[src/hw/rtl/utsd_pkg.sv]
// Shared types and constants for the UTF-16 stream decoder.
package utsd_pkg;

    localparam int UnitW = 16;
    localparam int CpW   = 21;
    localparam int HighW = 10;

    localparam logic [CpW-1:0]   ReplCp     = 21'h00FFFD;
    localparam logic [CpW-1:0]   SuppBase   = 21'h010000;
    localparam logic [UnitW-1:0] BmpLastLo  = 16'hD7FF;
    localparam logic [UnitW-1:0] BmpFirstHi = 16'hE000;
    localparam logic [UnitW-1:0] NonChar    = 16'hFFFE;
    localparam logic [5:0]       HighTag    = 6'b110110;  // D800..DBFF
    localparam logic [5:0]       LowTag     = 6'b110111;  // DC00..DFFF
    localparam logic [4:0]       MaxPlane   = 5'h10;

    typedef struct packed {
        logic [UnitW-1:0] code_unit;
        logic             half_unit;
        logic             end_of_string;
    } item_t;

    typedef struct packed {
        logic [CpW-1:0] code_point;
        logic           last_of_run;
    } result_t;

    // Outcome of one unit against the held surrogate.
    typedef struct packed {
        logic [1:0]       count;
        logic [CpW-1:0]   cp0;
        logic [CpW-1:0]   cp1;
        logic             pend_valid;
        logic [HighW-1:0] pend_bits;
    } dec_t;

endpackage

[src/hw/rtl/utsd_decode.sv]
// Combinational decode of one code unit against the pending high surrogate.
module utsd_decode
    import utsd_pkg::*;
(
    input  item_t            item,
    input  logic             pend_valid,
    input  logic [HighW-1:0] pend_bits,
    output dec_t             dec
);

    logic [UnitW-1:0] u;
    logic             is_pass;
    logic             is_high;
    logic             is_low;
    logic [CpW-1:0]   pair_cp;
    logic [CpW-1:0]   pair_out;
    logic [CpW-1:0]   fresh_cp;
    logic             fresh_emit;

    assign u       = item.code_unit;
    assign is_high = (u[15:10] == HighTag);
    assign is_low  = (u[15:10] == LowTag);
    assign is_pass = (u <= BmpLastLo) || ((u >= BmpFirstHi) && (u < NonChar));

    assign pair_cp  = {1'b0, pend_bits, u[9:0]} + SuppBase;
    assign pair_out = (((pair_cp[15:0] & NonChar) == NonChar) && (pair_cp[20:16] <= MaxPlane))
                      ? ReplCp : pair_cp;

    // Unit handled with nothing pending: a held high unit emits nothing.
    assign fresh_emit = !is_high;
    assign fresh_cp   = is_pass ? {5'd0, u} : ReplCp;

    always_comb
    begin
        dec = '0;
        dec.cp0 = ReplCp;
        dec.cp1 = ReplCp;
        if (item.half_unit)
        begin
            dec.count = 2'd1;
        end
        else
        begin
            if (pend_valid && is_low)
            begin
                dec.count = 2'd1;
                dec.cp0   = pair_out;
            end
            else if (pend_valid)
            begin
                // broken pair: replacement first, then the unit on its own
                dec.count = fresh_emit ? 2'd2 : 2'd1;
                dec.cp1   = fresh_cp;
            end
            else
            begin
                dec.count = fresh_emit ? 2'd1 : 2'd0;
                dec.cp0   = fresh_cp;
            end
            dec.pend_valid = is_high;
            dec.pend_bits  = u[HighW-1:0];
            // flush of a surrogate left pending at end of string
            if (is_high && item.end_of_string)
            begin
                dec.pend_valid = 1'b0;
                dec.pend_bits  = '0;
                dec.count      = dec.count + 2'd1;
            end
        end
    end

endmodule

[src/hw/rtl/utsd_result_reg.sv]
// Output register holding one result request toward the consumer.
module utsd_result_reg
    import utsd_pkg::*;
(
    input  logic    clk,
    input  logic    rst_n,
    input  logic    load,
    input  result_t load_data,
    output logic    can_load,
    output logic    result_valid,
    input  logic    result_ready,
    output result_t result
);

    logic    valid_reg;
    logic    valid_next;
    result_t data_reg;

    assign can_load     = !valid_reg || result_ready;
    assign valid_next   = load || (valid_reg && !result_ready);
    assign result_valid = valid_reg;
    assign result       = data_reg;

    always_ff @(posedge clk or negedge rst_n)
    begin
        if (!rst_n)
        begin
            valid_reg <= 1'b0;
        end
        else
        begin
            valid_reg <= valid_next;
        end
    end

    always_ff @(posedge clk)
    begin
        if (load)
        begin
            data_reg <= load_data;
        end
    end

endmodule

[src/hw/rtl/utsd_top.sv]
// Input register, pending surrogate state and result sequencing of the decoder.
module utsd_top
    import utsd_pkg::*;
(
    input  logic    clk,
    input  logic    rst_n,
    input  logic    item_valid,
    output logic    item_ready,
    input  item_t   item,
    output logic    result_valid,
    input  logic    result_ready,
    output result_t result
);

    logic             s1_valid_reg;
    logic             s1_valid_next;
    item_t            s1_item_reg;
    logic             sel_reg;
    logic             sel_next;
    logic             pend_valid_reg;
    logic             pend_valid_next;
    logic [HighW-1:0] pend_bits_reg;
    logic [HighW-1:0] pend_bits_next;

    dec_t    dec;
    logic    can_load;
    logic    load_out;
    logic    is_last;
    logic    retire;
    logic    take;
    result_t out_data;

    utsd_decode u_decode (
        .item       (s1_item_reg),
        .pend_valid (pend_valid_reg),
        .pend_bits  (pend_bits_reg),
        .dec        (dec)
    );

    assign is_last  = ({1'b0, sel_reg} == (dec.count - 2'd1));
    assign load_out = s1_valid_reg && (dec.count != 2'd0) && can_load;
    assign retire   = s1_valid_reg && ((dec.count == 2'd0) || (can_load && is_last));
    assign take     = item_valid && item_ready;

    assign item_ready = !s1_valid_reg || retire;

    assign out_data.code_point  = sel_reg ? dec.cp1 : dec.cp0;
    assign out_data.last_of_run = is_last;

    always_comb
    begin
        s1_valid_next   = take || (s1_valid_reg && !retire);
        pend_valid_next = retire ? dec.pend_valid : pend_valid_reg;
        pend_bits_next  = retire ? dec.pend_bits : pend_bits_reg;
        if (retire)
        begin
            sel_next = 1'b0;
        end
        else if (load_out)
        begin
            sel_next = 1'b1;
        end
        else
        begin
            sel_next = sel_reg;
        end
    end

    always_ff @(posedge clk or negedge rst_n)
    begin
        if (!rst_n)
        begin
            s1_valid_reg   <= 1'b0;
            sel_reg        <= 1'b0;
            pend_valid_reg <= 1'b0;
            pend_bits_reg  <= '0;
        end
        else
        begin
            s1_valid_reg   <= s1_valid_next;
            sel_reg        <= sel_next;
            pend_valid_reg <= pend_valid_next;
            pend_bits_reg  <= pend_bits_next;
        end
    end

    always_ff @(posedge clk)
    begin
        if (take)
        begin
            s1_item_reg <= item;
        end
    end

    utsd_result_reg u_result_reg (
        .clk          (clk),
        .rst_n        (rst_n),
        .load         (load_out),
        .load_data    (out_data),
        .can_load     (can_load),
        .result_valid (result_valid),
        .result_ready (result_ready),
        .result       (result)
    );

endmodule

[src/hw/rtl/utf16_stream_decoder.sv]
//  channel | signals                           | payload
//  item    | item_valid / item_ready          | item_t   (code_unit, half_unit, end_of_string)
//  result  | result_valid / result_ready      | result_t (code_point, last_of_run)
//
//  One unit is taken per cycle while the output register can load; a unit giving two
//  results holds the input register while its second result moves to the output register.
//  The first result passes through the input register, then the output register.
//  A held high surrogate gives no result of its own and does not load the output register.
//  Reset clears the input and output valid flags and the pending surrogate.
//  A stalled consumer fills the output register, then the input register.
module utf16_stream_decoder
    import utsd_pkg::*;
(
    input  logic    clk,
    input  logic    rst_n,
    input  logic    item_valid,
    output logic    item_ready,
    input  item_t   item,
    output logic    result_valid,
    input  logic    result_ready,
    output result_t result
);

    utsd_top u_top (
        .clk          (clk),
        .rst_n        (rst_n),
        .item_valid   (item_valid),
        .item_ready   (item_ready),
        .item         (item),
        .result_valid (result_valid),
        .result_ready (result_ready),
        .result       (result)
    );

endmodule

[config.mk]
export PLATFORM = sky130hd
export DESIGN_NAME = utf16_stream_decoder
export DESIGN_NICKNAME = d
export VERILOG_FILES = /design/src/hw/rtl/utsd_pkg.sv /design/src/hw/rtl/utsd_decode.sv /design/src/hw/rtl/utsd_result_reg.sv /design/src/hw/rtl/utsd_top.sv /design/src/hw/rtl/utf16_stream_decoder.sv
export SDC_FILE = /design/constraint.sdc
export NUM_CORES = 1
export LEC_CHECK = 0
export BUFFER_PORTS_ARGS = -buffer_cell sky130_fd_sc_hd__buf_4
export CAP_MARGIN = 20
export CORE_MARGIN = 2
export CORE_UTILIZATION = 35
export DETAILED_ROUTE_END_ITERATION = 8
export PLACE_DENSITY_LB_ADDON = 0.25
export SYNTH_ARGS = -nofsm -noshare
export SYNTH_HDL_FRONTEND = slang
export SYNTH_SLANG_ARGS = --single-unit
[constraint.sdc]
create_clock -name clk -period 7.5 [get_ports clk]
set_input_delay 0.75 -clock clk [delete_from_list [all_inputs] [get_ports clk]]
set_output_delay 0.75 -clock clk [all_outputs]
set_load 0.005 [all_outputs]
# Word level (Yosys, flattened, before mapping)
# Cells that the tools add are included.
# word_totals
word_cells	62
output_inout_bits	24
ff_bits	54
# op_classes
n_eq_ne	4
n_lt_le_gt_ge	4
n_mux	17
n_reduce_logical	24
add_sub_neg	3
# op_table
cell	n
$mux 16	4
$mux 53	1
$mux 23	2
$mux 21	2
$add 20x17->21 const B	1
$ge 16x16->1 const B	1
$le 16x16->1 const B	1
$lt 16x16->1 const B	1
$eq 15x15->1 const B	1
$eq 6x6->1 const B	2
$logic_and 1x1->1	11
$mux 11	1
$mux 2	4
$logic_or 1x1->1	6
$le 5x5->1 const B	1
$logic_not 1->1	4
$reduce_bool 2->1	2
$mux 1	3
$add 2x1->2 const B	1
$eq 1x2->1	1
$logic_not 2->1	1
$sub 2x1->2 const B	1

# Depth between registers and ports, before layout
# Gate-level depths: netlist (run 1).
# depth
word_depth	18
ltp_mapped	15

# By module
# From an unflattened synthesis (run 1), not the netlist that was laid out.
# hier_totals
hier_cells	214
hier_area_um2	2849.0
# modules_own_cells
mod	cells_each	area_per_inst_um2	instances	seq_area_each_um2
utsd_top	82	1406.3	1	865.8
utsd_decode	107	734.5	1	0.0
utsd_result_reg	25	708.2	1	685.7

# Worst setup path after synthesis (run 1)
# OpenSTA, ideal clock, no wires.
# synth_timing
kind	register -> register
startpoint	register u_top.s1_item_reg[16] in the netlist's numbering
endpoint	register u_top.s1_item_reg[0] in the netlist's numbering, enable pin
arrival_ns	3.848
setup_slack_ns	3.231
synth_period_minus_slack_ns	4.269
path_buffers	0
path_stages_with_launch	14
cell_sequence	edfxtp_1 -> nand4_1 -> nor2_1 -> nand2_1 -> ha_1 -> o32ai_1 -> nor2_1 -> nor2_1 -> ha_1 -> nand3b_1 -> a311oi_1 -> a221o_1 -> o21ai_0 -> a21boi_0
# synth_between
elab_chain_len	15
word_cells_on_any_way	20
cone_classes	add/sub: 2; eq/ne: 3; mux: 7; reduce/logical: 8
# synth_rtl
item	line_no	text
start, declared	utsd_top.sv:17	item_t s1_item_reg;
start signal, assigned	utsd_top.sv:91	s1_item_reg <= item;
$eq 6x6->1	utsd_decode.sv:21	assign is_high = (u[15:10] == HighTag);
$mux 1 or $mux 2 (tied branches)	utsd_decode.sv:57, utsd_decode.sv:52	
$mux 2	utsd_decode.sv:49	else if (pend_valid)
$mux 23	utsd_decode.sv:44	if (pend_valid && is_low)
$mux 23	utsd_decode.sv:38	if (item.half_unit)
$add 2x1->2	utsd_decode.sv:67	dec.count = dec.count + 2'd1;
$mux 2 (*)	utsd_decode.sv:63	if (is_high && item.end_of_string)
$mux 2 (*)	utsd_decode.sv:38	
$sub 2x1->2	utsd_top.sv:40	assign is_last = ({1'b0, sel_reg} == (dec.count - 2'd1));
$eq 1x2->1	utsd_top.sv:40	
$logic_and 1x1->1	utsd_top.sv:42	assign retire = s1_valid_reg && ((dec.count == 2'd0) || (can_load && is_last));
$logic_or 1x1->1 (*)	utsd_top.sv:42	
$logic_and 1x1->1 (*)	utsd_top.sv:42	
$logic_or 1x1->1 (*)	utsd_top.sv:45	assign item_ready = !s1_valid_reg || retire;
$logic_and 1x1->1 (*)	utsd_top.sv:43	assign take = item_valid && item_ready;
via u_top.take	utsd_top.sv:30	logic take;
# Mark *: on every way through the listed nets, which the timed path passes. The rest lies on a longest branch. The select of a mux whose other input is x is not followed.
# A chain may end at the register's enable or synchronous reset.

# Worst setup path in the final report (run 1)
# layout_timing
startpoint	register u_top.s1_item_reg[16] in the netlist's numbering
endpoint	output port item_ready
# layout_between
elab_chain_len	14
word_cells_on_any_way	19
cone_classes	add/sub: 2; eq/ne: 3; mux: 7; reduce/logical: 7
# layout_rtl
item	line_no	text
$eq 6x6->1	utsd_decode.sv:21	
$mux 1 or $mux 2 (tied branches)	utsd_decode.sv:57, utsd_decode.sv:52	
$mux 2	utsd_decode.sv:49	
$mux 23	utsd_decode.sv:44	
$mux 23	utsd_decode.sv:38	
$add 2x1->2	utsd_decode.sv:67	
$mux 2 (*)	utsd_decode.sv:63	
$mux 2 (*)	utsd_decode.sv:38	
$sub 2x1->2	utsd_top.sv:40	
$eq 1x2->1	utsd_top.sv:40	
$logic_and 1x1->1	utsd_top.sv:42	
$logic_or 1x1->1 (*)	utsd_top.sv:42	
$logic_and 1x1->1 (*)	utsd_top.sv:42	
$logic_or 1x1->1 (*)	utsd_top.sv:45	
end, declared	utf16_stream_decoder.sv:17	output logic item_ready,
# Every way passes the cells marked *; elsewhere a longest branch is shown, timed or not. The select of a mux whose other input is x is not followed.

==> flow_metrics.env, run 1 <==
export IMPL_status="finished, final reports clean"
export IMPL_synthXorXnorAreaFrac=0.007439
export IMPL_dominantRegCellSynth="edfxtp_1"
export IMPL_num_rows=29
export IMPL_drv_cap=0
export IMPL_cts_resized_gates=0
export IMPL_design_area_um2=2899
export IMPL_cts_tree="yes"
export IMPL_top_layer_used="met4"
export IMPL_peakVddDrop_v=0.00008833
export IMPL_track_usage=0.1314
export IMPL_drc_errors=0
export IMPL_portBuffers=45
export IMPL_crit_required_ns=6.75
export IMPL_fin_hold_ws_ns=0.2792
export IMPL_antenna_left=0
export IMPL_cts_buffers=5
export IMPL_startpoint_type="register"
export IMPL_htreeDepth=2
export IMPL_grt_pass1_wl_um=7383
export IMPL_drive_gt1_frac=0.2895
export IMPL_synth_cell_type_count=43
export IMPL_dieHeight_um=86.03
export IMPL_arrival_ns=3.58
export IMPL_vias=1543
export IMPL_place_congestion=0.7687
export IMPL_synth_area_um2=2355
export IMPL_timing_fmax_mhz=230.7
export IMPL_postCtsHoldBufs=0
export IMPL_detail_route_vias_per_cell=5.059
export IMPL_grt_overflow_total=0
export IMPL_grt_pass1_vias=1543
export IMPL_layout_nets=252
export IMPL_crit_fanout=5
export IMPL_pwr_density_cell_nw_per_um2=235.9
export IMPL_cts_buffer_depth=2
export IMPL_cts_sinks=54
export IMPL_syn_nets=202
export IMPL_endpoint_kind="primary output"
export IMPL_ys_warnings_count=0
export IMPL_finalHoldViolCount=0
export IMPL_relSlewSlack=0.4146
export IMPL_root_buffer="clkbuf_8"
export IMPL_synthTopCellsByCount="40 x edfxtp_1, 16 x nand2_1, 15 x inv_1"
export IMPL_maxSlewViolCount=0
export IMPL_place_area_um2=2760
export IMPL_ys_ff_latch=54
export IMPL_path_class="register to primary output"
export IMPL_fin_tns_setup_ns=0
export IMPL_period_share=0.5779
export IMPL_avgSynthCellArea_um2=13.30
export IMPL_fin_worst_skew_ns=0.01136
export IMPL_worstHoldPathType="input pin to async pin"
export IMPL_num_antenna_cells=0
export IMPL_num_io_pins=46
export IMPL_synth_compound_area_frac=0.09511
export IMPL_yosysMostFrequentCell="edfxtp_1"
export IMPL_fp_dieW_um=86.03
export IMPL_yosysSeqAreaShare=0.6589
export IMPL_async_reset_ff_frac=0.2593
export IMPL_synth_area_leader_cell="edfxtp_1"
export IMPL_initial_core_util=0.3666
export IMPL_drt_initial_drc_count=65
export IMPL_yosys_area_share_adder=0.01594
export IMPL_clk_pin_slew_ns=0.10
export IMPL_tightest_slew_ns=0.8740
export IMPL_rsz0062_at_grt="no"
export IMPL_wl_um=4474
export IMPL_syn_inst=177
export IMPL_grt_max_degree=24
export IMPL_synth_top_family_by_area="simple AND/OR/NAND/NOR gates"
export IMPL_setup_viol=0
export IMPL_synth_area_top_cells="edfxtp_1 51%, dfrtp_1 15%, mux2i_1 4.3%"
export IMPL_dp_hpwl_um=3126
export IMPL_synth_simple_area_share=0.1360
export IMPL_wl_met1_um=2001
export IMPL_route_met2_wl_um=2204
export IMPL_dieArea_um2=7400
export IMPL_drtPass1Iterations=4
export IMPL_wl_per_cell_um=14.67
export IMPL_syn_to_final_growth_pct=23.11
export IMPL_cts_setup_buffers=0
export IMPL_synth_top_cell_area_share=0.5101
export IMPL_p_leak_nw=1.140
export IMPL_clk_latency_ns=0.31
export IMPL_antenna_found_initial=0
export IMPL_largest_reg_flops=22
export IMPL_synth_edff_count=40
export IMPL_synth_mux_area_frac=0.04729
export IMPL_core_area_um2=6422
export IMPL_layout_min_cycle_time_ns=4.334
export IMPL_wl_met3_um=202
[layout by cell type, fill, tap and decap left out, types with 2 or more instances in the layout]
cell type / instances
buf_4: 46
edfxtp_1: 40
nand2_1: 16
inv_1: 15
dfrtp_1: 14
nor2_1: 11
mux2i_1: 10
or2_2: 9
nand3_1: 5
clkbuf_8: 5
a31oi_1: 4
o22a_1: 4
nand4_1: 3
nor3_1: 3
nor2b_1: 3
nand2b_1: 3
o21ai_0: 3
ha_1: 3
a21o_1: 2
o32a_1: 2
xnor2_1: 2
[report_power, final]
part	total, W	switching, W	internal [W]
Sequential	0.000384	0.0000241	0.000360
Combinational	0.000106	0.0000524	0.0000538
Clock	0.000193	0.0000931	0.000100
Total	0.000684	0.000170	0.000514
[cell families after synthesis]
group / after synthesis
flip-flops: 54
buffers and inverters: 19
adder cells (fa/ha/maj): 3
multiplexers: 11
AND/OR/NAND/NOR: 61
XOR/XNOR: 2
AO/OA/AOI/OAI: 27
[critical path, cell delays in order (launching register included)]
cell	delay (ns)
edfxtp_1	0.39
nand4_1	0.14
nor2_1	0.27
nand2_1	0.12
ha_1	0.33
o32ai_1	0.46
nor2_1	0.10
nor2_1	0.11
ha_1	0.26
nor2b_1	0.16
a221o_1	0.42
o21ai_0	0.30
nand2_1	0.09
buf_4	0.14
[metal layers]
| layer | global-route usage | vias up |
|---|---|---|
| li1 | - | 744 |
| met2 | 0.2163 | 33 |
| met1 | 0.1643 | 762 |
| met4 | 0.04329 | 0 |
| met5 | 0 | - |
| met3 | 0.04139 | 4 |
[path summary, 6_finish.rpt]
| kind | startpoint | slack [ns] | endpoint | cells past startpoint |
|---|---|---|---|---|
| max | u_top.s1_item_reg[16] | 3.17 | item_ready | 13 |
| min | rst_n | 0.28 | u_top.pend_bits_reg[9] | 1 |
| max reg2reg | u_top.s1_item_reg[16] | 3.75 | u_top.pend_valid_reg | 12 |
| min reg2reg | u_top.pend_bits_reg[5] | 0.55 | u_top.pend_bits_reg[5] | 2 |
| max in group asynchronous | rst_n | 7.03 | u_top.pend_bits_reg[7] | 1 |
| min in group clk | u_top.pend_bits_reg[5] | 0.55 | u_top.pend_bits_reg[5] | 2 |
[cell type report]
| type | count | area, um^2 |
|---|---|---|
| clock buffer | 6 | 72.57 |
| clock inverter | 2 | 38.79 |
| fill | 609 | 3523 |
| inverter | 15 | 56.30 |
| multi-input combinational | 104 | 710.7 |
| sequential | 54 | 1551 |
| tap | 77 | 96.34 |
| timing repair buffer | 47 | 372.9 |
[metrics by stage]
| step | std cells | utilization | setup slack (ns) | total power [W] |
|---|---|---|---|---|
| floorplan | 177 | - | 3.231 | 0.0004503 |
| global placement | 296 | 0.4298 | 3.608 | 0.0004935 |
| detailed placement | 296 | 0.4298 | 3.489 | 0.0004945 |
| CTS | 304 | 0.4471 | 3.137 | 0.0006884 |
| global route | 305 | 0.4514 | 2.785 | 0.0007204 |
| finish | 305 | 0.4514 | 3.166 | 0.0006837 |
No activity file was read; power rests on OpenSTA's default activity.
==> inputs of run 2 (changes only) <==
- clock period: 7.5 -> 4.1 ns (I/O delays scaled with it)
==> run 2 against run 1 <==
  * Sequential share of layout area grew 0.26 points
  * Critical path type unchanged
  * Wire length decreased by 0.27%
  * Register-to-register slack got worse by 3.1 ns
  * Largest power group unchanged
==> flow_metrics.env, run 2 (synthesis gave the netlist of run 1 again) <==
export IMPL_crit_required_ns=3.69
export IMPL_timing_fmax_mhz=267.6
export IMPL_core_area_um2=6422
export IMPL_layout_commonest_cell="buf_4"
export IMPL_clockPowerShare=0.248
export IMPL_p_int_w=0.0008759
export IMPL_slowest_stage="a221o_1"
export IMPL_track_usage=0.1259
export IMPL_drt_initial_drc_count=50
export IMPL_wl_um=4462
export IMPL_grt_pass1_vias=1490
export IMPL_arrival_ns=3.33
export IMPL_worstHoldPathType="input pin to register"
export IMPL_grt_max_degree=24
export IMPL_antenna_left=0
export IMPL_antenna_found_initial=0
export IMPL_fin_hold_ws_ns=0.2681
export IMPL_cts_buffer_depth=2
export IMPL_swShare=0.2643
export IMPL_htreeDepth=2
export IMPL_initial_core_util=0.3666
export IMPL_power_switching_w=0.0003146
export IMPL_layout_min_cycle_time_ns=3.737
export IMPL_finalHoldViolCount=0
export IMPL_relSlewSlack=0.4425
export IMPL_drv_cap=0
export IMPL_num_io_pins=46
export IMPL_clk_latency_ns=0.31
export IMPL_startpoint_type="register"
export IMPL_setup_viol=0
export IMPL_grt_overflow_total=0
export IMPL_fin_worst_skew_ns=0.007518
export IMPL_cts_setup_buffers=0
export IMPL_syn_to_final_growth_pct=22.53
export IMPL_crit_chain="nand4_1 > nor2_2 > nand2_1 > ha_1 > nand4bb_1 > o32ai_2 > nor2_1 > nor2_1 > ha_1 > nor2b_1 > a221o_1 > o21ai_1 > nand2_1 > buf_4"
export IMPL_dieHeight_um=86.03
export IMPL_mostFrequentLayoutCells="48 x buf_4, 40 x edfxtp_1, 16 x nand2_1"
export IMPL_root_buffer="clkbuf_8"
export IMPL_rsz0062_at_grt="no"
export IMPL_layout_nets=254
export IMPL_path_buf_inv=1
export IMPL_path_delay_family="simple AND/OR/NAND/NOR gates"
export IMPL_peakVddDrop_v=0.0001862
export IMPL_endpoint_kind="primary output"
export IMPL_path_class="register to primary output"
export IMPL_status="finished, final reports clean"
export IMPL_drc_errors=0
export IMPL_detail_route_vias_per_cell=4.987
export IMPL_maxSlewViolCount=0
export IMPL_drive_gt1_frac=0.3043
export IMPL_vias=1531
export IMPL_num_rows=29
export IMPL_wl_per_cell_um=14.53
export IMPL_place_inst=298
export IMPL_crit_fanout=5
export IMPL_cts_buffers=5
export IMPL_p_seq_frac=0.589
export IMPL_place_congestion=0.7847
export IMPL_grt_pass1_wl_um=7127
export IMPL_tightest_slew_ns=0.8324
export IMPL_power_frac_comb=0.162
export IMPL_fin_tns_setup_ns=0
export IMPL_dp_hpwl_um=3218
export IMPL_drtPass1Iterations=4
export IMPL_fillCellCount=594
export IMPL_pwr_density_cell_nw_per_um2=412.6
export IMPL_dieArea_um2=7400
export IMPL_portBuffers=45
export IMPL_period_share=0.9114
export IMPL_clk_pin_slew_ns=0.10
export IMPL_largest_reg_flops=22
export IMPL_cts_sinks=54
export IMPL_num_antenna_cells=0
export IMPL_cts_tree="yes"
export IMPL_p_leak_nw=1.131
export IMPL_fp_dieW_um=86.03
export IMPL_slowest_delay_ns=0.42
export IMPL_fin_cells=307
-- run 2: final cells by class --
cell class / count / area, um^2 / area share
clock buffer: 5 / 68.82 / 0.02385
sequential: 54 / 1551 / 0.5377
inverter: 15 / 56.30 / 0.01951
timing repair buffer: 49 / 370.4 / 0.1284
tap: 77 / 96.34 / 0.03339
clock inverter: 3 / 21.27 / 0.007372
multi-input combinational: 104 / 720.7 / 0.2498
-- run 2: path summary, 6_finish.rpt --
| path | slack, ns | depth (start not counted) | startpoint | end |
|---|---|---|---|---|
| setup reg to reg | 0.68 | 15 | u_top.s1_item_reg[16] | u_top.s1_item_reg[8] |
| setup / recovery | 0.36 | 14 | u_top.s1_item_reg[16] | item_ready |
| max in group asynchronous | 3.45 | 2 | rst_n | u_top.pend_bits_reg[4] |
| hold / removal | 0.27 | 1 | item[10] | u_top.s1_item_reg[10] |
| min in group asynchronous | 0.48 | 2 | rst_n | u_top.pend_bits_reg[8] |
| hold reg to reg | 0.55 | 2 | u_top.pend_bits_reg[5] | u_top.pend_bits_reg[5] |
-- run 2: metrics by stage --
step	util	power, W	worst slack (ns)	area, um^2
floorplan	-	0.0008235	0.3041	2355
detailed placement	0.4321	0.0009101	0.4594	2775
CTS	0.4477	0.001208	0.1070	2875
global route	0.4493	0.001251	0.04663	2885
finish	0.4493	0.001190	0.3633	2885
global placement	0.4321	0.0009044	0.5549	2775
-- run 2: worst register-to-register path, cell delays in order, from the launching register on --
cell and delay, ns:
edfxtp_1 0.39, nand4_1 0.19, nor2_2 0.21, nand2_1 0.10, ha_1 0.33, nand4bb_1 0.13
o32ai_2 0.11, nor2_1 0.13, nor2_1 0.05, ha_1 0.31, nand3b_1 0.08, a311oi_1 0.28
a221o_1 0.24, o21ai_1 0.13, a21boi_1 0.17, buf_4 0.28
-- run 2: power by group through the flow --
stage	sequential [W]	combinational, W	clock [W]
after detailed placement	0.000714	0.000196	0
after global placement	0.000713	0.000191	0
after CTS	0.000702	0.000197	0.000309
after floorplan	0.000703	0.000120	0
after global routing	0.000710	0.000215	0.000326
final	0.000702	0.000193	0.000295
-- run 2: metal layers --
layer	wire length [um]	GRT usage	vias to the layer above
met1	1982	0.1537	730
met2	2204	0.2128	39
met3	210	0.03657	6
met4	65	0.04329	0
li1	-	-	756
met5	0	0	-
-- run 2: what timing repair did --
item                                    CTS  global route
hold buffers                              1             0
endpoints found under the setup margin    0             1
resized for setup                         0             3
endpoints found under the hold margin    14             0
